`src/rtl/tlv_certificate_field_extractor_defines.svh`:
```
// Assertion helpers for the extractor RTL.
`ifndef TLV_CERTIFICATE_FIELD_EXTRACTOR_DEFINES_SVH
`define TLV_CERTIFICATE_FIELD_EXTRACTOR_DEFINES_SVH

// Same-cycle implication, checked on every rising edge outside reset.
`define TCFE_ASSERT_NOW(label, clk, rst_n, ante, cons) \
  label: assert property (@(posedge clk) disable iff (!rst_n) (ante) |-> (cons)) \
    else $error("tcfe: same-cycle check failed");

// Next-cycle implication, checked on every rising edge outside reset.
`define TCFE_ASSERT_NEXT(label, clk, rst_n, ante, cons) \
  label: assert property (@(posedge clk) disable iff (!rst_n) (ante) |=> (cons)) \
    else $error("tcfe: next-cycle check failed");

`endif

```
`src/rtl/tcfe_pkg.sv`:
```
`default_nettype none
package tcfe_pkg;

  typedef enum logic [2:0] {
    ET_END    = 3'd0,
    ET_STRUCT = 3'd1,
    ET_ARRAY  = 3'd2,
    ET_LIST   = 3'd3,
    ET_BYTES  = 3'd4,
    ET_BOOL   = 3'd5,
    ET_OTHER  = 3'd6
  } elem_type_e;

  typedef enum logic [2:0] {
    MODE_WAIT  = 3'd0,
    MODE_TOP   = 3'd1,
    MODE_SUBJ  = 3'd2,
    MODE_ISS   = 3'd3,
    MODE_EXT   = 3'd4,
    MODE_BASIC = 3'd5,
    MODE_SKIP  = 3'd6
  } parse_mode_e;

  typedef enum logic [1:0] {
    TGT_NONE   = 2'd0,
    TGT_SERIAL = 2'd1,
    TGT_PUBKEY = 2'd2,
    TGT_SIG    = 2'd3
  } capture_target_e;

  typedef enum logic [3:0] {
    KIND_NONE       = 4'd0,
    KIND_SUBJ_NODE  = 4'd1,
    KIND_SUBJ_FAB   = 4'd2,
    KIND_SUBJ_RCAC  = 4'd3,
    KIND_SUBJ_ICAC  = 4'd4,
    KIND_ISS_RCAC   = 4'd5,
    KIND_ISS_ICAC   = 4'd6,
    KIND_NOT_BEFORE = 4'd7,
    KIND_NOT_AFTER  = 4'd8,
    KIND_IS_CA      = 4'd9
  } field_kind_e;

  // Top-level certificate tags
  localparam logic [7:0] TAG_SERIAL      = 8'd1;
  localparam logic [7:0] TAG_ISSUER      = 8'd3;
  localparam logic [7:0] TAG_VALID_FROM  = 8'd4;
  localparam logic [7:0] TAG_VALID_UNTIL = 8'd5;
  localparam logic [7:0] TAG_SUBJECT     = 8'd6;
  localparam logic [7:0] TAG_PUB_KEY     = 8'd9;
  localparam logic [7:0] TAG_EXTENSIONS  = 8'd10;
  localparam logic [7:0] TAG_SIGNATURE   = 8'd11;
  // Distinguished-name attribute tags
  localparam logic [7:0] ATTR_NODE_ID    = 8'd17;
  localparam logic [7:0] ATTR_ICAC_ID    = 8'd19;
  localparam logic [7:0] ATTR_RCAC_ID    = 8'd20;
  localparam logic [7:0] ATTR_FABRIC_ID  = 8'd21;
  // Extension tags
  localparam logic [7:0] EXT_BASIC_CONSTR = 8'd1;
  localparam logic [7:0] EXT_CA_FLAG      = 8'd1;

  localparam logic [15:0] PUBKEY_LEN = 16'd65;
  localparam logic [15:0] SIG_LEN    = 16'd64;

  // Presence flag bit positions
  localparam int unsigned PB_NODE   = 0;
  localparam int unsigned PB_FABRIC = 1;
  localparam int unsigned PB_RCAC   = 2;
  localparam int unsigned PB_ICAC   = 3;
  localparam int unsigned PB_I_RCAC = 4;
  localparam int unsigned PB_I_ICAC = 5;
  localparam int unsigned PB_KEY    = 6;
  localparam int unsigned PB_SIG    = 7;

  localparam int unsigned QDEPTH = 2;

  // One element after classification
  typedef struct packed {
    elem_type_e  etype;
    logic        is_ctx;
    logic        is_container;
    logic        hit_serial;
    logic        hit_issuer;
    logic        hit_valid_from;
    logic        hit_valid_until;
    logic        hit_subject;
    logic        hit_pub_key;
    logic        hit_ext;
    logic        hit_sig;
    logic        hit_basic;
    logic        hit_ca_flag;
    logic        hit_node;
    logic        hit_fabric;
    logic        hit_rcac;
    logic        hit_icac;
    logic        serial_fit;
    logic [4:0]  ser_bytes;
    logic        key_len_ok;
    logic        sig_len_ok;
    logic        val_nz;
    logic [63:0] value;
    logic        no_more;
    logic        reader_error;
  } elem_cls_t;

  typedef struct packed {
    capture_target_e target;
    field_kind_e     kind;
    logic [63:0]     fval;
    logic [7:0]      present;
    logic            ca;
    logic [4:0]      ser_count;
    logic            done;
    logic            accepted;
  } result_t;

  typedef struct packed {
    logic full;
    logic empty;
  } q_status_t;

endpackage
`default_nettype wire

```
`src/rtl/tcfe_front.sv`:
```
`default_nettype none
module tcfe_front #(
  parameter int unsigned SERIAL_MAX = 20
) (
  input  wire logic                 in_valid_i,
  output logic                      in_ready_o,
  input  wire logic [2:0]           elem_type_i,
  input  wire logic                 tag_is_context_i,
  input  wire logic [7:0]           tag_number_i,
  input  wire logic [63:0]          value_i,
  input  wire logic [15:0]          payload_len_i,
  input  wire logic                 no_more_i,
  input  wire logic                 reader_error_i,
  input  wire tcfe_pkg::q_status_t  q_status_i,
  output logic                      push_o,
  output tcfe_pkg::elem_cls_t       cls_o
);
  import tcfe_pkg::*;

  localparam logic [15:0] SerialMax = 16'(SERIAL_MAX);

  elem_type_e etype;

  // Fold the unused type code onto "other scalar"
  always_comb begin
    case (elem_type_i)
      ET_END:    etype = ET_END;
      ET_STRUCT: etype = ET_STRUCT;
      ET_ARRAY:  etype = ET_ARRAY;
      ET_LIST:   etype = ET_LIST;
      ET_BYTES:  etype = ET_BYTES;
      ET_BOOL:   etype = ET_BOOL;
      default:   etype = ET_OTHER;
    endcase
  end

  assign in_ready_o = !q_status_i.full;
  assign push_o     = in_valid_i && !q_status_i.full;

  always_comb begin
    cls_o                 = '0;
    cls_o.etype           = etype;
    cls_o.is_ctx          = tag_is_context_i;
    cls_o.is_container    = (etype == ET_STRUCT) || (etype == ET_ARRAY) || (etype == ET_LIST);
    cls_o.hit_serial      = (tag_number_i == TAG_SERIAL);
    cls_o.hit_issuer      = (tag_number_i == TAG_ISSUER);
    cls_o.hit_valid_from  = (tag_number_i == TAG_VALID_FROM);
    cls_o.hit_valid_until = (tag_number_i == TAG_VALID_UNTIL);
    cls_o.hit_subject     = (tag_number_i == TAG_SUBJECT);
    cls_o.hit_pub_key     = (tag_number_i == TAG_PUB_KEY);
    cls_o.hit_ext         = (tag_number_i == TAG_EXTENSIONS);
    cls_o.hit_sig         = (tag_number_i == TAG_SIGNATURE);
    cls_o.hit_basic       = (tag_number_i == EXT_BASIC_CONSTR);
    cls_o.hit_ca_flag     = (tag_number_i == EXT_CA_FLAG);
    cls_o.hit_node        = (tag_number_i == ATTR_NODE_ID);
    cls_o.hit_fabric      = (tag_number_i == ATTR_FABRIC_ID);
    cls_o.hit_rcac        = (tag_number_i == ATTR_RCAC_ID);
    cls_o.hit_icac        = (tag_number_i == ATTR_ICAC_ID);
    cls_o.serial_fit      = (payload_len_i <= SerialMax);
    cls_o.ser_bytes       = payload_len_i[4:0];
    cls_o.key_len_ok      = (payload_len_i == PUBKEY_LEN);
    cls_o.sig_len_ok      = (payload_len_i == SIG_LEN);
    cls_o.val_nz          = (value_i != 64'd0);
    cls_o.value           = value_i;
    cls_o.no_more         = no_more_i;
    cls_o.reader_error    = reader_error_i;
  end

endmodule
`default_nettype wire

```
`src/rtl/tcfe_queue.sv`:
```
`default_nettype none
module tcfe_queue (
  input  wire logic                 clk_i,
  input  wire logic                 rst_ni,
  input  wire logic                 push_i,
  input  wire tcfe_pkg::elem_cls_t  wr_data_i,
  input  wire logic                 pop_i,
  output tcfe_pkg::elem_cls_t       rd_data_o,
  output tcfe_pkg::q_status_t       status_o
);
  import tcfe_pkg::*;

  localparam int unsigned PtrW = (QDEPTH > 1) ? $clog2(QDEPTH) : 1;
  localparam int unsigned CntW = $clog2(QDEPTH + 1);
  localparam logic [PtrW-1:0] LastIdx = PtrW'(QDEPTH - 1);
  localparam logic [CntW-1:0] Full    = CntW'(QDEPTH);

  elem_cls_t       entry_q [QDEPTH];
  logic [PtrW-1:0] wr_ptr_q, wr_ptr_d;
  logic [PtrW-1:0] rd_ptr_q, rd_ptr_d;
  logic [CntW-1:0] count_q, count_d;

  assign status_o.full  = (count_q == Full);
  assign status_o.empty = (count_q == '0);
  assign rd_data_o      = entry_q[rd_ptr_q];

  always_comb begin
    wr_ptr_d = wr_ptr_q;
    rd_ptr_d = rd_ptr_q;
    count_d  = count_q;
    if (push_i) begin
      wr_ptr_d = (wr_ptr_q == LastIdx) ? '0 : wr_ptr_q + 1'b1;
    end
    if (pop_i) begin
      rd_ptr_d = (rd_ptr_q == LastIdx) ? '0 : rd_ptr_q + 1'b1;
    end
    if (push_i && !pop_i) begin
      count_d = count_q + 1'b1;
    end else if (pop_i && !push_i) begin
      count_d = count_q - 1'b1;
    end
  end

  always_ff @(posedge clk_i or negedge rst_ni) begin
    if (!rst_ni) begin
      wr_ptr_q <= '0;
      rd_ptr_q <= '0;
      count_q  <= '0;
    end else begin
      wr_ptr_q <= wr_ptr_d;
      rd_ptr_q <= rd_ptr_d;
      count_q  <= count_d;
    end
  end

  always_ff @(posedge clk_i) begin
    if (push_i) begin
      entry_q[wr_ptr_q] <= wr_data_i;
    end
  end

endmodule
`default_nettype wire

```
`src/rtl/tcfe_back.sv`:
```
`default_nettype none
module tcfe_back #(
  parameter int unsigned MAX_SKIP_DEPTH = 16
) (
  input  wire logic                 clk_i,
  input  wire logic                 rst_ni,
  input  wire tcfe_pkg::elem_cls_t  elem_i,
  input  wire tcfe_pkg::q_status_t  q_status_i,
  output logic                      pop_o,
  output logic                      out_valid_o,
  input  wire logic                 out_ready_i,
  output tcfe_pkg::result_t         result_o
);
  import tcfe_pkg::*;

  localparam logic [4:0] MaxDepth = 5'(MAX_SKIP_DEPTH);

  parse_mode_e mode_q, mode_d, mode_upd;
  logic [4:0]  depth_q, depth_d, depth_upd;
  logic        ret_ext_q, ret_ext_d, ret_ext_upd;
  logic [7:0]  pres_q, pres_d, pres_upd;
  logic        ca_q, ca_d, ca_upd;
  logic [4:0]  serial_q, serial_d, serial_upd;
  logic        err_q, err_d, err_upd;
  logic        cert_end;
  logic        subj;

  logic        out_valid_q;
  result_t     result_q, result_d;

  // Advance one element whenever the queue holds one and the output register is free or draining
  assign pop_o       = !q_status_i.empty && (!out_valid_q || out_ready_i);
  assign subj        = (mode_q == MODE_SUBJ);
  assign out_valid_o = out_valid_q;
  assign result_o    = result_q;

  // Next state: context walk
  always_comb begin
    mode_upd    = mode_q;
    depth_upd   = depth_q;
    ret_ext_upd = ret_ext_q;
    pres_upd    = pres_q;
    ca_upd      = ca_q;
    serial_upd  = serial_q;
    err_upd     = err_q;
    cert_end    = 1'b0;

    if (elem_i.no_more || elem_i.reader_error) begin
      if (elem_i.reader_error) begin
        err_upd = 1'b1;
      end
      cert_end = 1'b1;
    end else begin
      case (mode_q)
        MODE_TOP: begin
          if (elem_i.etype == ET_END) begin
            cert_end = 1'b1;
          end else if (elem_i.hit_serial && elem_i.etype == ET_BYTES) begin
            if (elem_i.serial_fit) begin
              serial_upd = elem_i.ser_bytes;
            end
          end else if ((elem_i.hit_valid_from || elem_i.hit_valid_until) &&
                       !elem_i.is_container) begin
            mode_upd = mode_q;
          end else if ((elem_i.hit_issuer || elem_i.hit_subject) && elem_i.etype == ET_LIST) begin
            mode_upd = elem_i.hit_subject ? MODE_SUBJ : MODE_ISS;
          end else if (elem_i.hit_ext && elem_i.etype == ET_LIST) begin
            mode_upd = MODE_EXT;
          end else if (elem_i.hit_pub_key && elem_i.etype == ET_BYTES) begin
            if (elem_i.key_len_ok) begin
              pres_upd[PB_KEY] = 1'b1;
            end
          end else if (elem_i.hit_sig && elem_i.etype == ET_BYTES) begin
            if (elem_i.sig_len_ok) begin
              pres_upd[PB_SIG] = 1'b1;
            end
          end else if (elem_i.is_container) begin
            mode_upd    = MODE_SKIP;
            depth_upd   = 5'd1;
            ret_ext_upd = 1'b0;
          end
        end
        MODE_SUBJ, MODE_ISS: begin
          if (elem_i.etype == ET_END) begin
            mode_upd = MODE_TOP;
          end else if (elem_i.is_ctx) begin
            if (elem_i.hit_node && subj) begin
              pres_upd[PB_NODE] = 1'b1;
            end else if (elem_i.hit_fabric && subj) begin
              pres_upd[PB_FABRIC] = 1'b1;
            end else if (elem_i.hit_rcac) begin
              if (subj) pres_upd[PB_RCAC] = 1'b1;
              else      pres_upd[PB_I_RCAC] = 1'b1;
            end else if (elem_i.hit_icac) begin
              if (subj) pres_upd[PB_ICAC] = 1'b1;
              else      pres_upd[PB_I_ICAC] = 1'b1;
            end
          end
        end
        MODE_EXT: begin
          if (elem_i.etype == ET_END) begin
            mode_upd = MODE_TOP;
          end else if (elem_i.etype == ET_STRUCT && elem_i.is_ctx && elem_i.hit_basic) begin
            mode_upd = MODE_BASIC;
          end else if (elem_i.is_container) begin
            mode_upd    = MODE_SKIP;
            depth_upd   = 5'd1;
            ret_ext_upd = 1'b1;
          end
        end
        MODE_BASIC: begin
          if (elem_i.etype == ET_END) begin
            mode_upd = MODE_EXT;
          end else if (elem_i.etype == ET_BOOL && elem_i.is_ctx && elem_i.hit_ca_flag) begin
            ca_upd = elem_i.val_nz;
          end
        end
        MODE_SKIP: begin
          if (elem_i.is_container) begin
            if (depth_q < MaxDepth) begin
              depth_upd = depth_q + 5'd1;
            end
            if (depth_upd >= MaxDepth) begin
              err_upd = 1'b1;
            end
          end else if (elem_i.etype == ET_END) begin
            if (depth_q != 5'd0) begin
              depth_upd = depth_q - 5'd1;
            end
            if (depth_upd == 5'd0) begin
              mode_upd = ret_ext_q ? MODE_EXT : MODE_TOP;
            end
          end
        end
        default: begin
          if (elem_i.etype == ET_STRUCT) begin
            mode_upd = MODE_TOP;
          end else begin
            cert_end = 1'b1;
          end
        end
      endcase
    end

    // Closing a certificate drops every piece of context
    if (cert_end) begin
      mode_d    = MODE_WAIT;
      depth_d   = '0;
      ret_ext_d = 1'b0;
      pres_d    = '0;
      ca_d      = 1'b0;
      serial_d  = '0;
      err_d     = 1'b0;
    end else begin
      mode_d    = mode_upd;
      depth_d   = depth_upd;
      ret_ext_d = ret_ext_upd;
      pres_d    = pres_upd;
      ca_d      = ca_upd;
      serial_d  = serial_upd;
      err_d     = err_upd;
    end
  end

  // Outputs: the field that this element sets
  always_comb begin
    result_d            = '0;
    result_d.target     = TGT_NONE;
    result_d.kind       = KIND_NONE;
    result_d.present    = pres_upd;
    result_d.ca         = ca_upd;
    result_d.ser_count  = serial_upd;
    result_d.done       = cert_end;
    result_d.accepted   = cert_end && !err_upd && pres_upd[PB_KEY];

    if (!elem_i.no_more && !elem_i.reader_error) begin
      case (mode_q)
        MODE_TOP: begin
          if (elem_i.etype == ET_END) begin
            result_d.target = TGT_NONE;
          end else if (elem_i.hit_serial && elem_i.etype == ET_BYTES) begin
            if (elem_i.serial_fit) result_d.target = TGT_SERIAL;
          end else if ((elem_i.hit_valid_from || elem_i.hit_valid_until) &&
                       !elem_i.is_container) begin
            result_d.kind = elem_i.hit_valid_from ? KIND_NOT_BEFORE : KIND_NOT_AFTER;
            result_d.fval = {32'd0, elem_i.value[31:0]};
          end else if (elem_i.hit_pub_key && elem_i.etype == ET_BYTES) begin
            if (elem_i.key_len_ok) result_d.target = TGT_PUBKEY;
          end else if (elem_i.hit_sig && elem_i.etype == ET_BYTES) begin
            if (elem_i.sig_len_ok) result_d.target = TGT_SIG;
          end
        end
        MODE_SUBJ, MODE_ISS: begin
          if (elem_i.etype != ET_END && elem_i.is_ctx) begin
            if (elem_i.hit_node && subj) begin
              result_d.kind = KIND_SUBJ_NODE;
            end else if (elem_i.hit_fabric && subj) begin
              result_d.kind = KIND_SUBJ_FAB;
            end else if (elem_i.hit_rcac) begin
              result_d.kind = subj ? KIND_SUBJ_RCAC : KIND_ISS_RCAC;
            end else if (elem_i.hit_icac) begin
              result_d.kind = subj ? KIND_SUBJ_ICAC : KIND_ISS_ICAC;
            end
            if (result_d.kind != KIND_NONE) result_d.fval = elem_i.value;
          end
        end
        MODE_BASIC: begin
          if (elem_i.etype == ET_BOOL && elem_i.is_ctx && elem_i.hit_ca_flag) begin
            result_d.kind = KIND_IS_CA;
            result_d.fval = {63'd0, elem_i.val_nz};
          end
        end
        default: begin
          result_d.kind = KIND_NONE;
        end
      endcase
    end
  end

  always_ff @(posedge clk_i or negedge rst_ni) begin
    if (!rst_ni) begin
      mode_q      <= MODE_WAIT;
      depth_q     <= '0;
      ret_ext_q   <= 1'b0;
      pres_q      <= '0;
      ca_q        <= 1'b0;
      serial_q    <= '0;
      err_q       <= 1'b0;
      out_valid_q <= 1'b0;
    end else begin
      if (pop_o) begin
        mode_q    <= mode_d;
        depth_q   <= depth_d;
        ret_ext_q <= ret_ext_d;
        pres_q    <= pres_d;
        ca_q      <= ca_d;
        serial_q  <= serial_d;
        err_q     <= err_d;
      end
      if (pop_o) begin
        out_valid_q <= 1'b1;
      end else if (out_ready_i) begin
        out_valid_q <= 1'b0;
      end
    end
  end

  always_ff @(posedge clk_i) begin
    if (pop_o) begin
      result_q <= result_d;
    end
  end

endmodule
`default_nettype wire

```
`src/rtl/tlv_certificate_field_extractor.sv`:
```
// Channel   Dir  Handshake              Contents
// s_axis    in   tvalid/tready, tlast   one decoded TLV element; tlast = no further element
// m_axis    out  tvalid/tready, tlast   one result per element; tlast = certificate closed
//
// Throughput is one element per cycle while the output is not stalled. The
// accepting edge writes the classified element into the two-entry queue, and
// the context walk then carries it from the queue into the output register.
// The context walk is a single state update per element and sets the rate.
// Reset clears the queue, the context and the output valid; no clearing pass.
// A stalled output holds its result; the queue keeps absorbing input until full.
`default_nettype none
`include "tlv_certificate_field_extractor_defines.svh"
module tlv_certificate_field_extractor #(
  parameter int unsigned SERIAL_MAX     = 20,
  parameter int unsigned MAX_SKIP_DEPTH = 16
) (
  input  wire logic        clk_i,
  input  wire logic        rst_ni,
  // Input element transaction
  input  wire logic        s_axis_tvalid_i,
  output logic             s_axis_tready_o,
  // [7:0] tag_number, [71:8] value, [87:72] payload_len
  input  wire logic [87:0] s_axis_tdata_i,
  // [2:0] elem_type, [3] tag_is_context, [4] reader_error
  input  wire logic [4:0]  s_axis_tuser_i,
  // no_more
  input  wire logic        s_axis_tlast_i,
  // Result transaction
  output logic             m_axis_tvalid_o,
  input  wire logic        m_axis_tready_i,
  // [63:0] field_value, [71:64] present_flags, [72] ca_flag,
  // [77:73] serial_length, [78] accepted, [79] zero
  output logic [79:0]      m_axis_tdata_o,
  // [1:0] capture_target, [5:2] field_kind
  output logic [5:0]       m_axis_tuser_o,
  // done_res
  output logic             m_axis_tlast_o
);
  import tcfe_pkg::*;

  q_status_t q_status;
  elem_cls_t cls_in;
  elem_cls_t cls_head;
  logic      push;
  logic      pop;
  result_t   result;

  // Front: take the transaction and classify tags, lengths and type
  tcfe_front #(
    .SERIAL_MAX (SERIAL_MAX)
  ) u_front (
    .in_valid_i       (s_axis_tvalid_i),
    .in_ready_o       (s_axis_tready_o),
    .elem_type_i      (s_axis_tuser_i[2:0]),
    .tag_is_context_i (s_axis_tuser_i[3]),
    .tag_number_i     (s_axis_tdata_i[7:0]),
    .value_i          (s_axis_tdata_i[71:8]),
    .payload_len_i    (s_axis_tdata_i[87:72]),
    .no_more_i        (s_axis_tlast_i),
    .reader_error_i   (s_axis_tuser_i[4]),
    .q_status_i       (q_status),
    .push_o           (push),
    .cls_o            (cls_in)
  );

  // Decouple front and back so either side can stall alone
  tcfe_queue u_queue (
    .clk_i     (clk_i),
    .rst_ni    (rst_ni),
    .push_i    (push),
    .wr_data_i (cls_in),
    .pop_i     (pop),
    .rd_data_o (cls_head),
    .status_o  (q_status)
  );

  // Back: walk the certificate context and register the result
  tcfe_back #(
    .MAX_SKIP_DEPTH (MAX_SKIP_DEPTH)
  ) u_back (
    .clk_i       (clk_i),
    .rst_ni      (rst_ni),
    .elem_i      (cls_head),
    .q_status_i  (q_status),
    .pop_o       (pop),
    .out_valid_o (m_axis_tvalid_o),
    .out_ready_i (m_axis_tready_i),
    .result_o    (result)
  );

  // Pack the result fields onto the bus
  assign m_axis_tdata_o = {1'b0, result.accepted, result.ser_count, result.ca,
                           result.present, result.fval};
  assign m_axis_tuser_o = {result.kind, result.target};
  assign m_axis_tlast_o = result.done;

  // Acceptance needs the public key flag
  `TCFE_ASSERT_NOW(a_accept_needs_key, clk_i, rst_ni, m_axis_tvalid_o && m_axis_tdata_o[78], m_axis_tdata_o[64 + PB_KEY])
  // An isCA result carries the same bit as the reported isCA flag
  `TCFE_ASSERT_NOW(a_isca_matches_flag, clk_i, rst_ni, m_axis_tvalid_o && (m_axis_tuser_o[5:2] == KIND_IS_CA), m_axis_tdata_o[0] == m_axis_tdata_o[72])
  // Field reports and payload captures never share one result
  `TCFE_ASSERT_NOW(a_kind_or_capture, clk_i, rst_ni, m_axis_tvalid_o && (m_axis_tuser_o[5:2] != KIND_NONE), m_axis_tuser_o[1:0] == TGT_NONE)
  // Full queue behind a stalled output keeps the input blocked
  `TCFE_ASSERT_NEXT(a_backpressure_holds, clk_i, rst_ni, m_axis_tvalid_o && !m_axis_tready_i && q_status.full, !s_axis_tready_o)

endmodule
`default_nettype wire
```
`config.mk`:
```
export PLATFORM = sky130hd
export DESIGN_NAME = tlv_certificate_field_extractor
export DESIGN_NICKNAME = d
export VERILOG_FILES = /design/src/rtl/tcfe_pkg.sv /design/src/rtl/tcfe_front.sv /design/src/rtl/tcfe_queue.sv /design/src/rtl/tcfe_back.sv /design/src/rtl/tlv_certificate_field_extractor.sv
export VERILOG_INCLUDE_DIRS = /design/src /design/src/rtl
export SDC_FILE = /design/constraint.sdc
export NUM_CORES = 1
export LEC_CHECK = 0
export BUFFER_PORTS_ARGS = -buffer_cell sky130_fd_sc_hd__buf_4
export CAP_MARGIN = 30
export CORE_ASPECT_RATIO = 1.2
export CORE_MARGIN = 2
export CORE_UTILIZATION = 52
export DETAILED_ROUTE_END_ITERATION = 6
export PLACE_DENSITY = 0.76
export SYNTH_ARGS = -nofsm -noshare
export SYNTH_HDL_FRONTEND = slang
export SYNTH_HIERARCHICAL = 1
export SYNTH_SLANG_ARGS = --single-unit
```
`constraint.sdc`:
```
create_clock -name clk_i -period 5.99 [get_ports clk_i]
set_clock_uncertainty 0.2 [all_clocks]
set_input_delay 1.198 -clock clk_i [delete_from_list [all_inputs] [get_ports clk_i]]
set_output_delay 1.198 -clock clk_i [all_outputs]
set_load 0.02 [all_outputs]
```
### Word level (Yosys, flattened, before mapping)

Memory sizes are Yosys's and may differ from the RTL's.
Index checks and enable logic that the tools add are counted.
Widths: inputs -> output; s select.

| word-level totals | value |
|---|---|
| bits in registers | 115 |
| RAM bits | 188 |
| bits of input ports | 98 |
| memories | 1 |

| cells by class | value |
|---|---|
| $add $sub $neg | 6 |
| $lt $le $gt $ge | 3 |
| equal/unequal tests | 53 |
| multiplexer cells | 144 |
| bitwise operators | 2 |
| reductions and logical operators | 54 |

Memory list:

| memory | words | width | rd ports | clocked after Yosys merged registers in | wr ports | line | text |
|---|---|---|---|---|---|---|---|
| u_queue.entry_q | 2 | 94 | 1 | 0 | 1 | tcfe_queue.sv:18 | `elem_cls_t entry_q [QDEPTH];` |

Operators with widths:

| kind | count |
|---|---|
| $mux 68 | 5 |
| $pmux 64 s3 | 1 |
| $mux 5 | 30 |
| $mux 64 | 1 |
| $reduce_bool 64->1 | 1 |
| $mux 3 | 20 |
| $mux 1 | 52 |
| $mux 4 | 9 |
| $eq 16x7->1 const B | 2 |
| $eq 8x5->1 const B | 4 |
| $mux 2 | 15 |
| $ne 3x2->1 const B | 9 |
| $reduce_and 13->1 | 2 |
| $eq 8x3->1 const B | 3 |
| $eq 8x4->1 const B | 3 |
| $eq 3x2->1 const B | 7 |
| $eq 3x3->1 const B | 7 |
| $logic_and 1x1->1 | 20 |
| $mux 6 | 3 |
| $ne 3x1->1 const B | 6 |
| $pmux 3 s6 | 1 |
| $le 16x5->1 const B | 1 |
| $mux 8 | 2 |
| $pmux 3 s5 | 1 |
| other kinds (33) | 57 |

### Longest topological paths before layout

Gate-level depths: netlist of run 1.

| logic depth | value |
|---|---|
| word-level depth | 13 |
| depth in mapped cells | 10 |

### Cells and area by module

The synthesis of run 1 kept the hierarchy.

Modules (own cells, without submodules):

| module | instances | cells each | area each (um^2) |
|---|---|---|---|
| tcfe_queue | 1 | 309 | 7,180.6 |
| tcfe_back | 1 | 422 | 5,141.2 |
| tcfe_front | 1 | 135 | 917.1 |
| tlv_certificate_field_extractor | 1 | 2 | 11.3 |

### Worst setup path after synthesis of run 1

Ideal clock, no wire load.

| timing | value |
|---|---|
| kind | input to register |
| from | input port s_axis_tvalid_i |
| to | memory u_queue/entry_q[0][0] (netlist bit), enable pin |
| arrival time | 5.623 ns |
| required time | 5.231 ns |
| slack | -0.392 ns |
| cell stages on the path | 2 |
| buffers on the path | 0 |
| cells stage by stage | nor2b_1 nor2b_1 |

| between the ends | value |
|---|---|
| cells in the longest elaborated chain, start to end | 3 |

Ends and longest elaborated chain:

| what | line | text |
|---|---|---|
| start, declared | tlv_certificate_field_extractor.sv:20 | `input wire logic s_axis_tvalid_i,` |
| $logic_and 1x1->1 | tcfe_front.sv:38 | `assign push_o = in_valid_i && !q_status_i.full;` |
| $mux 1 | tcfe_queue.sv:57 | `if (push_i) begin` |
| $mux 1 (implied by the code) | tcfe_queue.sv:58 | `entry_q[wr_ptr_q] <= wr_data_i;` |
| end, declared | tcfe_queue.sv:18 |  |

No other way between the ends.

==> impl_metrics.py, run 1 <==
metrics = {
    "sta": {
        "worst_pin_slew_ns": 0.990,
        "fin_ws_ns": 2.34,
        "fin_crit_ns": 3.65,
        "fin_crit_sh": 0.609,
        "relSlewSlack": 0.339,
        "rsz0062_at_grt": "false",
        "slew_viol_final": 0,
        "fmax_mhz": 274,
        "final.setup.tns_ns": 0,
        "finalHoldViolations": 0,
        "setup_viol": 0,
    },
    "cells_and_area": {
        "regArea_um2": 8960,
        "post_route_cells_drive_above_1_share": 0.366,
        "final_area_um2": 15300,
        "area_delta_synth_final_pct": 15.4,
        "multi_input_area_um2": 3500,
        "fin_util": 0.604,
        "diodes": 0,
        "nets": 1088,
        "n_fill_cell": 1947,
    },
    "clock_network": {
        "cts_setup_buffers": 0,
        "clock-sinks": 303,
        "clock_latency_ns": 0.53,
        "clk_path_buf_depth": 3,
        "cts-root-buf": "clkbuf_16",
        "cts-resized-gates": 0,
        "cts_buffers": 29,
        "h-tree-depth": 1,
        "cts_hold_buf": 0,
        "clk_pin_slew_ns": 0.06,
        "cts_tree": "done",
    },
    "global_routing": {
        "grt_pass1_vias": 7122,
        "antenna_found_initial": 0,
        "gr-total-overflow": 0,
        "track_usage": 0.191,
        "grt_max_degree": 69,
        "grt_pass1_wl_mm": 39.2,
    },
    "place": {
        "dpl.hpwl_mm": 17.5,
        "routabilityCongestion": 0.860,
        "place.port_buffers": 185,
        "place_area_um2": 14400,
        "pre_cts_slack_ns": 2.26,
    },
    "setup_path": {
        "end_kind": "flip-flop",
        "reg2reg_setup_slack_ns": 2.34,
        "r2r-start": "u_queue/rd_ptr_q$_DFFE_PN0P_",
        "startpoint": "u_queue/rd_ptr_q$_DFFE_PN0P_",
        "worstSetupPathType": "reg2reg",
        "cp-endpoint": "u_back/pres_q[7]$_DFFE_PN0P_",
        "arrival_ns": 3.89,
        "ff2ff_path_depth": 7,
        "crit_fanout": 34,
        "reg2reg_to": "u_back/pres_q[7]$_DFFE_PN0P_",
        "start_kind": "flip-flop",
        "cp.required_ns": 6.24,
    },
    "synthesis": {
        "synth.cell_area_um2": 13300,
        "yosysSeqAreaShare": 0.676,
        "async_reset_ff_frac": 0.0957,
        "synth-edff-count": 274,
        "syn-num-nets": 970,
        "avgSynthCellArea_um2": 15.3,
        "ys_warn_count": 6,
        "ys_ff_latch": 303,
        "synth_cell_type_count": 72,
        "synthFlopType": "edfxtp_1",
        "syn_inst": 868,
    },
    "floorplan": {
        "die_x_um": 150,
        "rows": 64,
        "io_pins": 187,
        "die_area_um2": 26800,
        "initial_core_util": 0.524,
        "die_h_um": 179,
        "core_area_um2": 25300,
    },
    "power_and_ir_drop": {
        "power_per_cell_area_nw_per_um2": 443,
        "leakage_nw": 5.80,
        "power.total_mw": 6.77,
        "irDropWorstVdd_v": 0.000277,
    },
    "route": {
        "drtAntennaViolNets": 0,
        "wl_mm": 25.9,
        "post_drt_via_cell_ratio": 5.45,
        "wl_per_cell_um": 19.4,
        "drt_iter0_drc": 486,
        "vias": 7293,
        "drc": 0,
        "firstDrtPassIters": 7,
    },
    "hold_path": {
        "hp-start": "u_back/serial_q[0]$_DFFE_PN0P_",
        "worstHoldPathType": "reg2reg",
    },
    "flow_run": {
        "cap_violations": 0,
    },
    "run_status": {
        "outcome": "completed",
    },
}
[cells in the final DEF (no fill, tap or decap), types with 24 or more instances in the layout]
master,count
edfxtp_1,274
buf_4,193
and2_1,63
mux2_2,51
mux2_4,50
nor2_1,38
clkbuf_16,29
dfrtp_1,28
nand2_1,25
nor4_1,24
[worst max-delay path, cell delays in order, from the launching register on]
cell and delay, ns:
dfrtp_4 0.75, mux2_2 0.42, nor2_1 0.51, nand3_1 0.38, nor4_1 0.65, nand4b_1 0.31, nor2_1 0.16, a2bb2oi_1 0.16
[cells by family (layout without fill, tap and decap cells)]
group,after synthesis,count (layout),share of synthesized area
flops,303,303,0.676
simple gates,235,235,0.102
buf+inv,123,263,0.0614
mux,102,102,0.101
compound gates,94,94,0.0523
xor+xnor,6,6,0.00397
fa+ha+maj,4,4,0.00378
other cells,1,1,0.000283
[sequential cells by signal (all words and copies together), names as in the netlist]
register            count
u_back/result_o        86
u_queue/wr_ptr_q        1
u_queue/entry_q       188
u_back/out_valid_o      1
u_back/mode_q           3
u_back/err_q            1
u_back/depth_q          5
u_back/serial_q         5
u_back/ca_q             1
u_queue/count_q         2
u_back/pres_q           8
u_queue/rd_ptr_q        1
u_back/ret_ext_q        1
[synth_stat cells, types with 6 or more instances]
cell / count / share of area
a21boi_0: 7 / 0.0040
a21oi_1: 14 / 0.0053
and2_1: 64 / 0.030
and3_1: 6 / 0.0028
buf_2: 8 / 0.0030
buf_4: 76 / 0.043
buf_6: 6 / 0.0051
clkbuf_1: 18 / 0.0051
dfrtp_1: 29 / 0.055
edfxtp_1: 274 / 0.62
inv_1: 14 / 0.0040
mux2_2: 51 / 0.043
mux2_4: 50 / 0.057
nand2_1: 25 / 0.0071
nand2b_1: 14 / 0.0066
nand4_1: 6 / 0.0028
nor2_1: 39 / 0.011
nor3_1: 13 / 0.0049
nor4_1: 24 / 0.011
o21ai_0: 16 / 0.0060
o31ai_1: 7 / 0.0040
or3_1: 7 / 0.0033
[stage by stage]
| step | std cells | hold slack, ns |
|---|---|---|
| floorplan | 868 | 0.251 |
| global placement | 1282 | 0.269 |
| detailed placement | 1284 | 0.278 |
| CTS | 1337 | 0.292 |
| global route | 1338 | 0.301 |
| finish | 1338 | 0.288 |
[layer usage]
metal | GRT usage | routed length (um) | vias up
met5 | 0 | 0 | -
met4 | 0.0570 | 576 | 0
met3 | 0.0440 | 1670 | 40
met2 | 0.336 | 13600 | 217
met1 | 0.235 | 10100 | 3625
li1 | - | - | 3411
[worst min path at each step]
stage	slack [ns]	to	cells after the start
floorplan	0.25	u_back/err_q$_DFFE_PN0P_	2
global placement	0.27	u_back/serial_q[4]$_DFFE_PN0P_	1
detailed placement	0.28	u_back/serial_q[0]$_DFFE_PN0P_	1
CTS	0.29	u_queue/count_q[1]$_DFFE_PN0P_	1
global route	0.30	u_back/serial_q[0]$_DFFE_PN0P_	1
finish	0.29	u_back/serial_q[0]$_DFFE_PN0P_	1
[where the power goes]
part           internal (mW)  total (mW)  switching [mW]
Sequential              2.92        3.15           0.222
Clock                  0.903        1.64           0.735
Combinational          0.870        1.99            1.12
[final cells by class]
cell class | instances | area share
flip-flops and latches | 303 | 0.586
multi-input cells | 442 | 0.229
repair buffers | 196 | 0.0993
clock buffers | 37 | 0.0501
well taps | 330 | 0.0270
clock inverters | 16 | 0.00556
inverters | 14 | 0.00360
No activity file was read; power rests on OpenSTA's default activity.
==> run 2, diff against run 1 <==
==> constraint.sdc (replaced) <==
create_clock -name clk_i -period 3 [get_ports clk_i]
set_clock_uncertainty 0.2 [all_clocks]
set_input_delay 0.6 -clock clk_i [delete_from_list [all_inputs] [get_ports clk_i]]
set_output_delay 0.6 -clock clk_i [all_outputs]
set_load 0.02 [all_outputs]
==> run 2 against run 1 <==
  * Clock-buffer cell count up 9
  * Maximum frequency up 28%
  * Die area unchanged
  * Largest power group unchanged
==> impl_metrics.py, run 2 (same netlist as run 1, synthesis figures left out) <==
metrics = {
    "run_status": {
        "outcome": "completed",
    },
    "route": {
        "drtAntennaViolNets": 0,
        "wl_mm": 26.1,
        "vias": 7365,
        "wl_per_cell_um": 19.1,
        "post_drt_via_cell_ratio": 5.39,
        "drt_iter0_drc": 350,
        "drc": 0,
        "firstDrtPassIters": 5,
    },
    "sta": {
        "fin_crit_ns": 2.86,
        "slew_viol_final": 0,
        "fin_crit_sh": 0.953,
        "final.setup.tns_ns": 0,
        "relSlewSlack": 0.574,
        "worst_hold_slack_ns": 0.0458,
        "worst_pin_slew_ns": 0.639,
        "rsz0062_at_grt": "false",
        "finalHoldViolations": 0,
        "setup_viol": 0,
        "fmax_mhz": 350,
    },
    "global_routing": {
        "grt_pass1_wl_mm": 39.1,
        "gr-total-overflow": 0,
        "grt_max_degree": 59,
        "track_usage": 0.191,
        "grt_pass1_vias": 7355,
        "antenna_found_initial": 0,
    },
    "setup_path": {
        "end_kind": "flip-flop",
        "ff2ff_path_depth": 6,
        "reg2reg_setup_slack_ns": 0.14,
        "reg2reg_to": "u_back/result_o[3]$_DFFE_PP_",
        "start_kind": "flip-flop",
        "cp.required_ns": 3.09,
        "crit_fanout": 12,
        "r2r-start": "u_queue/rd_ptr_q$_DFFE_PN0P_",
        "worstSetupPathType": "reg2reg",
        "arrival_ns": 2.95,
    },
    "floorplan": {
        "die_h_um": 179,
        "core_area_um2": 25300,
        "rows": 64,
        "io_pins": 187,
        "die_area_um2": 26800,
        "die_x_um": 150,
        "initial_core_util": 0.524,
    },
    "clock_network": {
        "clock_latency_ns": 0.54,
        "clk_path_buf_depth": 3,
        "clk_pin_slew_ns": 0.06,
        "cts_tree": "done",
        "h-tree-depth": 1,
        "cts-root-buf": "clkbuf_16",
        "cts_buffers": 30,
        "clock-sinks": 303,
        "cts_setup_buffers": 0,
    },
    "power_and_ir_drop": {
        "irDropWorstVdd_v": 0.000699,
        "leakage_nw": 5.97,
        "power_per_cell_area_nw_per_um2": 903,
    },
    "cells_and_area": {
        "layout_commonest_cell": "edfxtp_1",
        "post_route_cells_drive_above_1_share": 0.377,
        "instances_no_fill": 1367,
        "largest_register": "u_queue/entry_q",
        "final_cell_mix": "edfxtp_1, buf_4, and2_1, mux2_2, mux2_4",
        "area_delta_synth_final_pct": 18.1,
        "nets": 1115,
        "diodes": 0,
        "largest_register_ffs": 188,
    },
    "hold_path": {
        "holdPathStages": 1,
        "hold_path_end": "u_queue/entry_q[1][20]$_DFFE_PP_",
        "worstHoldPathType": "in2reg",
        "hp-start": "s_axis_tdata_i[26]",
    },
    "flow_run": {
        "cap_violations": 0,
    },
    "place": {
        "dpl.hpwl_mm": 18.1,
        "routabilityCongestion": 0.880,
        "numPlacedInstances": 1310,
        "place.port_buffers": 185,
    },
}
[run 2: cell count changes in the layout (fill, tap and decap cells not counted), moves of 3 or more]
cell	previous run	this run
buf_4	193	216
bufinv_16	0	3
clkinv_2	12	1
buf_12	0	4
clkbuf_1	7	13
[run 2: worst max-delay path, cell delays in order (launching register included)]
cell,delay [ns]
dfrtp_4,0.53
buf_4,0.21
mux2_2,0.25
or4bb_1,0.53
nor3_1,0.28
buf_4,0.25
mux2_2,0.36
[run 2: cell type report]
class | instances | area [um2]
fill | 1934 | 9650
sequential | 303 | 8960
multi-input combinational | 442 | 3520
timing repair buffer | 222 | 1720
clock buffer | 46 | 852
tap | 330 | 413
clock inverter | 10 | 126
inverter | 14 | 56.3
[run 2: timing repair]
action                                  4_1_cts  5_1_grt
endpoints found under the setup margin        0        6
resized for setup                             0        2
hold buffers                                  1        0
hold endpoints to repair                     29        0
[run 2: power by group]
group	internal, mW	total [mW]	switching [mW]	leakage (nW)
combinational	1.88	4.28	2.40	2.51
sequential	5.83	6.14	0.314	2.99
clock	2.20	3.71	1.50	0.469
[run 2: metrics by stage]
step | setup slack, ns | area, um2 | power, mW | util
2_1_floorplan | 0.0278 | 13300 | 9.13 | -
3_3_place_gp | 0.148 | 14700 | 10.4 | 0.579
3_5_place_dp | 0.107 | 14700 | 10.5 | 0.579
4_1_cts | 0.114 | 15600 | 14.3 | 0.618
5_1_grt | 0.00443 | 15700 | 14.8 | 0.618
6_report | 0.141 | 15700 | 14.1 | 0.618
[run 2: worst max path at each step]
stage | startpoint | endpoint | slack [ns] | depth (start not counted)
floorplan | m_axis_tready_i | u_queue/count_q[1]$_DFFE_PN0P_ | 0.03 | 8
global placement | u_queue/rd_ptr_q$_DFFE_PN0P_ | u_back/result_o[6]$_DFFE_PP_ | 0.15 | 6
detailed placement | u_queue/rd_ptr_q$_DFFE_PN0P_ | u_back/serial_q[2]$_DFFE_PN0P_ | 0.11 | 7
CTS | u_queue/rd_ptr_q$_DFFE_PN0P_ | u_back/serial_q[2]$_DFFE_PN0P_ | 0.11 | 7
global route | u_queue/rd_ptr_q$_DFFE_PN0P_ | u_back/mode_q[2]$_DFFE_PN0P_ | 0.004 | 7
finish | u_queue/rd_ptr_q$_DFFE_PN0P_ | u_back/result_o[3]$_DFFE_PP_ | 0.14 | 6
[run 2: routing by layer]
metal  vias to the layer above  share of wire  global-route usage
met5                         -              0                   0
met4                         0          0.023              0.0531
met3                        53          0.060              0.0450
met2                       211           0.54               0.354
met1                      3619           0.38               0.220
li1                       3482              -                   -
